$ cat src/design/hrp_pkg.sv
`default_nettype none

package hrp_pkg;

    localparam int unsigned CHAR_W   = 8;
    localparam int unsigned STATUS_W = 3;
    localparam int unsigned LEN_W    = 8;
    localparam int unsigned ADDR_W   = 16;
    localparam int unsigned KIND_W   = 8;
    localparam int unsigned OUT_W    = 40;

    localparam logic [CHAR_W-1:0] CHAR_COLON = 8'h3A;
    localparam logic [CHAR_W-1:0] CHAR_LF    = 8'h0A;
    localparam logic [CHAR_W-1:0] CHAR_CR    = 8'h0D;

    typedef enum logic [STATUS_W-1:0] {
        ST_OK       = 3'd0,
        ST_BADSUM   = 3'd1,
        ST_BADSTART = 3'd2,
        ST_NONHEX   = 3'd3,
        ST_SHORT    = 3'd4
    } status_t;

    typedef struct packed {
        logic [KIND_W-1:0] record_kind;
        logic [ADDR_W-1:0] load_address;
        logic [LEN_W-1:0]  byte_count;
        status_t           status;
    } result_t;

endpackage

`default_nettype wire

$ cat src/design/hrp_in_stage.sv
`default_nettype none

module hrp_in_stage (
    input  wire logic                        clk,
    input  wire logic                        rst_n,
    input  wire logic                        s_tvalid,
    output logic                             s_tready,
    input  wire logic [7:0]                  s_tdata,  // in_char
    input  wire logic                        out_space,
    output logic                             advance,
    output logic [hrp_pkg::CHAR_W-1:0]       char_out
);

    logic                        valid_reg;
    logic [hrp_pkg::CHAR_W-1:0]  char_reg;

    assign advance  = valid_reg && out_space;
    assign s_tready = !valid_reg || advance;
    assign char_out = char_reg;

    always_ff @(posedge clk or negedge rst_n)
    begin
        if (!rst_n)
        begin
            valid_reg <= 1'b0;
        end
        else if (s_tready)
        begin
            valid_reg <= s_tvalid;
        end
    end

    always_ff @(posedge clk)
    begin
        if (s_tvalid && s_tready)
        begin
            char_reg <= s_tdata;
        end
    end

endmodule

`default_nettype wire

$ cat src/design/hrp_core.sv
`default_nettype none

module hrp_core (
    input  wire logic                        clk,
    input  wire logic                        rst_n,
    input  wire logic                        step,
    input  wire logic [hrp_pkg::CHAR_W-1:0]  in_char,
    output logic                             res_valid,
    output hrp_pkg::result_t                 result
);

    typedef enum logic [6:0] {
        PH_IDLE = 7'b0000001,
        PH_LEN  = 7'b0000010,
        PH_ADDR = 7'b0000100,
        PH_TYPE = 7'b0001000,
        PH_DATA = 7'b0010000,
        PH_CSUM = 7'b0100000,
        PH_EOL  = 7'b1000000
    } phase_t;

    phase_t                       phase_reg, phase_next;
    logic [1:0]                   nibble_reg, nibble_next;
    logic [3:0]                   pending_reg, pending_next;
    logic [hrp_pkg::LEN_W-1:0]    left_reg, left_next;
    logic [hrp_pkg::LEN_W-1:0]    length_reg, length_next;
    logic [hrp_pkg::ADDR_W-1:0]   address_reg, address_next;
    logic [hrp_pkg::KIND_W-1:0]   kind_reg, kind_next;
    logic [7:0]                   sum_reg, sum_next;

    logic                         eol;
    logic                         is_hex;
    logic [3:0]                   digit;
    logic                         byte_done;
    logic [7:0]                   full_byte;
    logic [hrp_pkg::LEN_W-1:0]    left_dec;
    logic                         hit;

    always_comb
    begin
        is_hex = 1'b1;
        digit  = 4'd0;
        if (in_char >= 8'h30 && in_char <= 8'h39)
        begin
            digit = 4'(in_char - 8'h30);
        end
        else if (in_char >= 8'h41 && in_char <= 8'h46)
        begin
            digit = 4'(in_char - 8'h37);
        end
        else if (in_char >= 8'h61 && in_char <= 8'h66)
        begin
            digit = 4'(in_char - 8'h57);
        end
        else
        begin
            is_hex = 1'b0;
        end
    end

    assign eol       = (in_char == hrp_pkg::CHAR_LF) || (in_char == hrp_pkg::CHAR_CR);
    assign byte_done = nibble_reg[0];
    assign full_byte = {pending_reg, digit};
    assign left_dec  = left_reg - 8'd1;

    always_comb
    begin
        phase_next   = phase_reg;
        nibble_next  = nibble_reg;
        pending_next = pending_reg;
        left_next    = left_reg;
        length_next  = length_reg;
        address_next = address_reg;
        kind_next    = kind_reg;
        sum_next     = sum_reg;
        hit          = 1'b0;
        result.status        = hrp_pkg::ST_OK;
        result.byte_count    = length_reg;
        result.load_address  = address_reg;
        result.record_kind   = kind_reg;

        unique case (phase_reg)
            PH_IDLE:
            begin
                if (eol)
                begin
                    phase_next = PH_IDLE;
                end
                else if (in_char == hrp_pkg::CHAR_COLON)
                begin
                    phase_next   = PH_LEN;
                    nibble_next  = 2'd0;
                    pending_next = 4'd0;
                    left_next    = '0;
                    length_next  = '0;
                    address_next = '0;
                    kind_next    = '0;
                    sum_next     = '0;
                end
                else
                begin
                    phase_next           = PH_EOL;
                    hit                  = 1'b1;
                    result.status        = hrp_pkg::ST_BADSTART;
                    result.byte_count    = '0;
                    result.load_address  = '0;
                    result.record_kind   = '0;
                end
            end
            PH_EOL:
            begin
                if (eol)
                begin
                    phase_next = PH_IDLE;
                end
            end
            PH_LEN, PH_ADDR, PH_TYPE, PH_DATA, PH_CSUM:
            begin
                if (eol)
                begin
                    phase_next    = PH_IDLE;
                    hit           = 1'b1;
                    result.status = hrp_pkg::ST_SHORT;
                end
                else if (!is_hex)
                begin
                    phase_next    = PH_EOL;
                    hit           = 1'b1;
                    result.status = hrp_pkg::ST_NONHEX;
                end
                else
                begin
                    if (byte_done)
                    begin
                        sum_next = sum_reg + full_byte;
                    end
                    else
                    begin
                        pending_next = digit;
                    end
                    nibble_next = nibble_reg + 2'd1;

                    unique case (phase_reg)
                        PH_LEN:
                        begin
                            length_next = {length_reg[3:0], digit};
                            if (byte_done)
                            begin
                                phase_next  = PH_ADDR;
                                nibble_next = 2'd0;
                            end
                        end
                        PH_ADDR:
                        begin
                            address_next = {address_reg[11:0], digit};
                            if (nibble_reg == 2'd3)
                            begin
                                phase_next = PH_TYPE;
                            end
                        end
                        PH_TYPE:
                        begin
                            kind_next = {kind_reg[3:0], digit};
                            if (byte_done)
                            begin
                                nibble_next = 2'd0;
                                left_next   = length_reg;
                                phase_next  = (length_reg != '0) ? PH_DATA : PH_CSUM;
                            end
                        end
                        PH_DATA:
                        begin
                            if (byte_done)
                            begin
                                nibble_next = 2'd0;
                                left_next   = left_dec;
                                if (left_dec == '0)
                                begin
                                    phase_next = PH_CSUM;
                                end
                            end
                        end
                        default:
                        begin
                            if (byte_done)
                            begin
                                nibble_next   = 2'd0;
                                phase_next    = PH_EOL;
                                hit           = 1'b1;
                                result.status = (sum_reg + full_byte == 8'd0) ?
                                                hrp_pkg::ST_OK : hrp_pkg::ST_BADSUM;
                            end
                        end
                    endcase
                end
            end
            default:
            begin
                phase_next = PH_IDLE;
            end
        endcase
    end

    assign res_valid = step && hit;

    always_ff @(posedge clk or negedge rst_n)
    begin
        if (!rst_n)
        begin
            phase_reg   <= PH_IDLE;
            nibble_reg  <= 2'd0;
            pending_reg <= 4'd0;
            left_reg    <= '0;
            length_reg  <= '0;
            address_reg <= '0;
            kind_reg    <= '0;
            sum_reg     <= '0;
        end
        else if (step)
        begin
            phase_reg   <= phase_next;
            nibble_reg  <= nibble_next;
            pending_reg <= pending_next;
            left_reg    <= left_next;
            length_reg  <= length_next;
            address_reg <= address_next;
            kind_reg    <= kind_next;
            sum_reg     <= sum_next;
        end
    end

endmodule

`default_nettype wire

$ cat src/design/hrp_out_stage.sv
`default_nettype none

module hrp_out_stage (
    input  wire logic                        clk,
    input  wire logic                        rst_n,
    input  wire logic                        load,
    input  wire hrp_pkg::result_t            result,
    output logic                             space,
    output logic                             m_tvalid,
    input  wire logic                        m_tready,
    output logic [hrp_pkg::OUT_W-1:0]        m_tdata
);

    logic               valid_reg;
    hrp_pkg::result_t   data_reg;

    assign space    = !valid_reg || m_tready;
    assign m_tvalid = valid_reg;
    assign m_tdata  = {5'd0, data_reg};

    always_ff @(posedge clk or negedge rst_n)
    begin
        if (!rst_n)
        begin
            valid_reg <= 1'b0;
        end
        else if (space)
        begin
            valid_reg <= load;
        end
    end

    always_ff @(posedge clk)
    begin
        if (space && load)
        begin
            data_reg <= result;
        end
    end

endmodule

`default_nettype wire

$ cat src/design/hex_record_parser.sv
`default_nettype none

// Intel HEX record parser. Feed one ASCII character per transfer on the slave
// side; one result leaves on the master side for each record line (ok or bad
// checksum on the second checksum digit) and for each faulty line (bad start,
// non-hex digit, or a line end that cuts a record short). Blank lines give
// nothing. A character is taken every cycle while results are drained; a
// character is first held in the input register while the parse state is
// updated, and its result, if any, is then held in the result register until
// its own transfer on the master side.
module hex_record_parser (
    input  wire logic          clk,
    input  wire logic          rst_n,
    input  wire logic          s_tvalid,
    output logic               s_tready,
    input  wire logic [7:0]    s_tdata,   // [7:0] in_char
    output logic               m_tvalid,
    input  wire logic          m_tready,
    output logic [39:0]        m_tdata    // [2:0] status, [10:3] byte_count,
                                          // [26:11] load_address, [34:27] record_kind
);

    logic                        out_space;
    logic                        advance;
    logic [hrp_pkg::CHAR_W-1:0]  cur_char;
    logic                        res_valid;
    hrp_pkg::result_t            result;

    hrp_in_stage u_in_stage (
        .clk       (clk),
        .rst_n     (rst_n),
        .s_tvalid  (s_tvalid),
        .s_tready  (s_tready),
        .s_tdata   (s_tdata),
        .out_space (out_space),
        .advance   (advance),
        .char_out  (cur_char)
    );

    hrp_core u_core (
        .clk       (clk),
        .rst_n     (rst_n),
        .step      (advance),
        .in_char   (cur_char),
        .res_valid (res_valid),
        .result    (result)
    );

    hrp_out_stage u_out_stage (
        .clk      (clk),
        .rst_n    (rst_n),
        .load     (res_valid),
        .result   (result),
        .space    (out_space),
        .m_tvalid (m_tvalid),
        .m_tready (m_tready),
        .m_tdata  (m_tdata)
    );

`ifndef SYNTHESIS
    a_status_range: assert property (@(posedge clk) disable iff (!rst_n)
        m_tvalid |-> (m_tdata[2:0] <= 3'(hrp_pkg::ST_SHORT)))
        else $error("status code out of range");

    a_badstart_zero: assert property (@(posedge clk) disable iff (!rst_n)
        (m_tvalid && m_tdata[2:0] == 3'(hrp_pkg::ST_BADSTART)) |->
        (m_tdata[34:3] == 32'd0))
        else $error("bad start result carries fields");

    a_result_source: assert property (@(posedge clk) disable iff (!rst_n)
        $rose(m_tvalid) |-> $past(res_valid))
        else $error("result without a parse step");

    a_pad_zero: assert property (@(posedge clk) disable iff (!rst_n)
        m_tvalid |-> (m_tdata[39:35] == 5'd0))
        else $error("padding bits not zero");

    a_drain_ready: assert property (@(posedge clk) disable iff (!rst_n)
        (m_tready || !m_tvalid) |-> s_tready)
        else $error("input stalled while output is free");
`endif

endmodule

`default_nettype wire
$ cat config.mk
export PLATFORM = sky130hd
export DESIGN_NAME = hex_record_parser
export DESIGN_NICKNAME = d
export VERILOG_FILES = /design/src/design/hrp_pkg.sv /design/src/design/hrp_in_stage.sv /design/src/design/hrp_core.sv /design/src/design/hrp_out_stage.sv /design/src/design/hex_record_parser.sv
export SDC_FILE = /design/constraint.sdc
export NUM_CORES = 1
export LEC_CHECK = 0
export BUFFER_PORTS_ARGS = -buffer_cell sky130_fd_sc_hd__clkbuf_2
export CORE_UTILIZATION = 35
export DETAILED_ROUTE_END_ITERATION = 6
export SYNTH_ARGS = -nofsm -noshare
export SYNTH_HDL_FRONTEND = slang
export SYNTH_SLANG_ARGS = --single-unit
$ cat constraint.sdc
create_clock -name clk -period 9.33 [get_ports clk]
set_input_delay 2.799 -clock clk [delete_from_list [all_inputs] [get_ports clk]]
set_output_delay 2.799 -clock clk [all_outputs]
set_load 0.005 [all_outputs]
==> out/metrics.csv <==
metric;value;unit
post-layout util;41.0;%
num rows;44;
sequential area share after synthesis;54.0;%
initial antenna violation count;0;
Post-synth EDFFs;43;
worst slack at placement;3.26;ns
number of inserted diodes;0;
leakage power;2.61;nW
mean routed wirelength per cell;16.0;µm
first-pass GRT wire length;19100;µm
hold path depth;2;
CORE AREA;0.0147;mm²
Largest register FFs;35;
Max stage delay on crit path;0.16;ns
largest net degree at the start of global routing;64;
total routing usage reported by global routing;15.4;%
worst r2r src;u_in_stage.char_out[4]$_DFFE_PP_;
H-tree Lvls;3;
slowest library cell on the worst path;nor2b_1;
clock tree buffer depth;2;
switching share of power;30.7;%
Skew-Pair Late Insertion Delay;0.35;ns
FF-to-FF path depth;11;
Worst Path Max Fanout;3;
synthesized netlist cell count;473;
Setup CP Type;input pin to output pin;
top_reg_cell synth;dfrtp_1;
RSZ-0062 raised after global routing;false;
worst slew pin tran;1.02;ns
Sink Count;106;
nets@finish;544;
initial DRC count;321;
Synth Register Bits;106;
Critical Path Start;m_tready;
Vias/cell;5.32;
IO Count;54;
die width;125;µm
detailed-route wire length;11300;µm
Distinct cells, synth;71;
ys async rst share;59.4;%
relative slew slack;31.7;%
cell taking the most area after synthesis;dfrtp_1;
Slew Viols, Final;0;
violated checks;DRC;
P_int;0.000855;W
Hold Startpoint;u_core.address_reg[13]$_DFFE_PN0P_;
status;finished, violations left;
crit start category;input pin;
crit-path most repeated cell;clkbuf_2;
die area;0.0157;mm²
share of the synthesized area in the top cell type;29.2;%
largest cells by area after synthesis;dfrtp_1 29%, edfxtp_1 24%, nor2b_1 3.9%;
global route total overflow;0;
final period utilization;65.0;%
Peak VDD IR;0.148;mV
Mapped Avg Cell Area;11.2;µm²
Worst R2R Setup Slack;5.33;ns
CP arrival;3.26;ns
share of layout cells above drive strength 1;19.2;%
Die H;125;µm
MaxCap Viol Count;0;
clock tree from TritonCTS;built;
Worst Slack Setup Final;3.27;ns
setup_tns;0;ns
Final ANT Viol Nets;0;
Placer Congestion;0.847;
port bufs;48;
Via Count;3743;
Post-DP HPWL;7830;µm
cells along the critical path;clkbuf_2, nor2b_1, nand2_1, clkbuf_2;
combinational power share;21.7;%
setup repair bufs after CTS;0;
worst hold slack;0.486;ns
Starting Density;36.2;%
f_max;165;MHz
Critical Path Sink Type;output pin;
post-CTS sizing;0;
Clock Skews;0.00842;ns
drt first pass iters;7;
clock share of power;32.1;%
CTS root buffer;clkbuf_16;
Yosys warnings;0;
Post-synth top cells;62 x dfrtp_1, 47 x nand2_1, 43 x edfxtp_1;
Power Density;205;mW/mm²
worst hold path type;flip-flop to flip-flop;
Synth Cell Area;0.00532;mm²
Top delay family on crit path;simple AND/OR/NAND/NOR gates;
crit path time final;6.06;ns
Worst Hold End;u_core.address_reg[13]$_DFFE_PN0P_;
Final Setup Violations;0;
Seq pwr share;46.2;%
# DRC;5;
clock-pin slew on the worst setup and hold paths;0.07;ns
worst path required time;6.53;ns
top-count cell post-synth;dfrtp_1;
Fin. Hold Viols;0;
hold buffer count at CTS;0;
vias in the first global route;3710;
Switch Pwr;0.000379;W
Num CTS Buffers;9;
Layout area overhead;13.4;%
Crit Reg-Reg Endpoint;u_out_stage.m_tdata[0]$_DFFE_PP_;
Buffers & Inverters on Critical Path;2;
==> cell families (layout without fill, tap and decap cells) <==
group           count (synthesis)  in the layout  synth area share [%]
other cells                     1              5                0.0705
fa+ha+maj                      17             17                  4.14
simple gates                  171            171                  18.1
flops                         106            106                  54.0
xor+xnor                        9              9                  1.48
compound gates                110            110                  14.6
mux                            21             21                  4.33
buf+inv                        38             81                  3.25
==> worst min-delay path, delay by kind of cell, from the launching register on <==
kind	cells	cell delay [ns]
simple gates	1	0.05
flops	1	0.34
compound gates	1	0.06
==> per-stage QoR <==
stage	cells	power, W	cell area [µm²]
3_3_place_gp	688	0.000847	5720
4_1_cts	704	0.00125	6030
6_report	704	0.00123	6030
3_5_place_dp	688	0.000851	5720
2_1_floorplan	477	0.000751	5330
5_1_grt	704	0.00130	6030
==> worst max path at each step <==
stage	endpoint	slack, ns	depth (start not counted)
after floorplan	s_tready	3.49	2
after global placement	s_tready	3.29	4
after detailed placement	s_tready	3.26	4
after CTS	s_tready	3.26	4
after global routing	s_tready	3.21	4
final	s_tready	3.27	4
==> layer usage <==
metal	wire (µm)	share of wire, %	global-route usage [%]	vias up
met5	0	0	0	-
met2	5290	47	24.6	106
met4	138	1.2	4.45	0
li1	-	-	-	1803
met1	5320	47	21.0	1823
met3	531	4.7	3.21	11
==> layout by cell type, fill, tap and decap left out, types with 3 or more instances in the layout <==
cell type	n
and4b_1	3
a31oi_1	3
edfxtp_1	43
ha_1	16
nor3_1	5
a22o_1	20
a21oi_1	12
and2_1	6
inv_1	13
nand3_1	6
a21o_1	5
o211ai_1	5
nand4b_1	4
nand2b_1	5
dfrtp_1	62
clkbuf_16	9
conb_1	5
nand2_1	47
and3_1	5
mux2i_1	5
nor4_1	8
nor2b_1	32
o31a_1	3
nor2_1	23
clkbuf_2	48
o31ai_1	8
o21ai_0	34
xnor2_1	7
nor3b_1	3
mux2_2	16
buf_4	4
==> power groups by stage <==
stage / combinational [W] / clock, W / sequential, W
final: 0.000268 / 0.000396 / 0.000571
after global routing: 0.000299 / 0.000423 / 0.000577
after CTS: 0.000272 / 0.000407 / 0.000571
after detailed placement: 0.000271 / 0 / 0.000580
after global placement: 0.000269 / 0 / 0.000578
after floorplan: 0.000174 / 0 / 0.000577
==> final cells by class <==
type	count	area [µm²]
Fill cell	1368	8670
Sequential cell	106	2870
Multi-Input combinational cell	333	2300
Timing Repair Buffer	52	270
Clock buffer	11	243
Tap cell	184	230
Clock inverter	5	67.6
Inverter	13	48.8
Power figures use the tool's default switching activity.
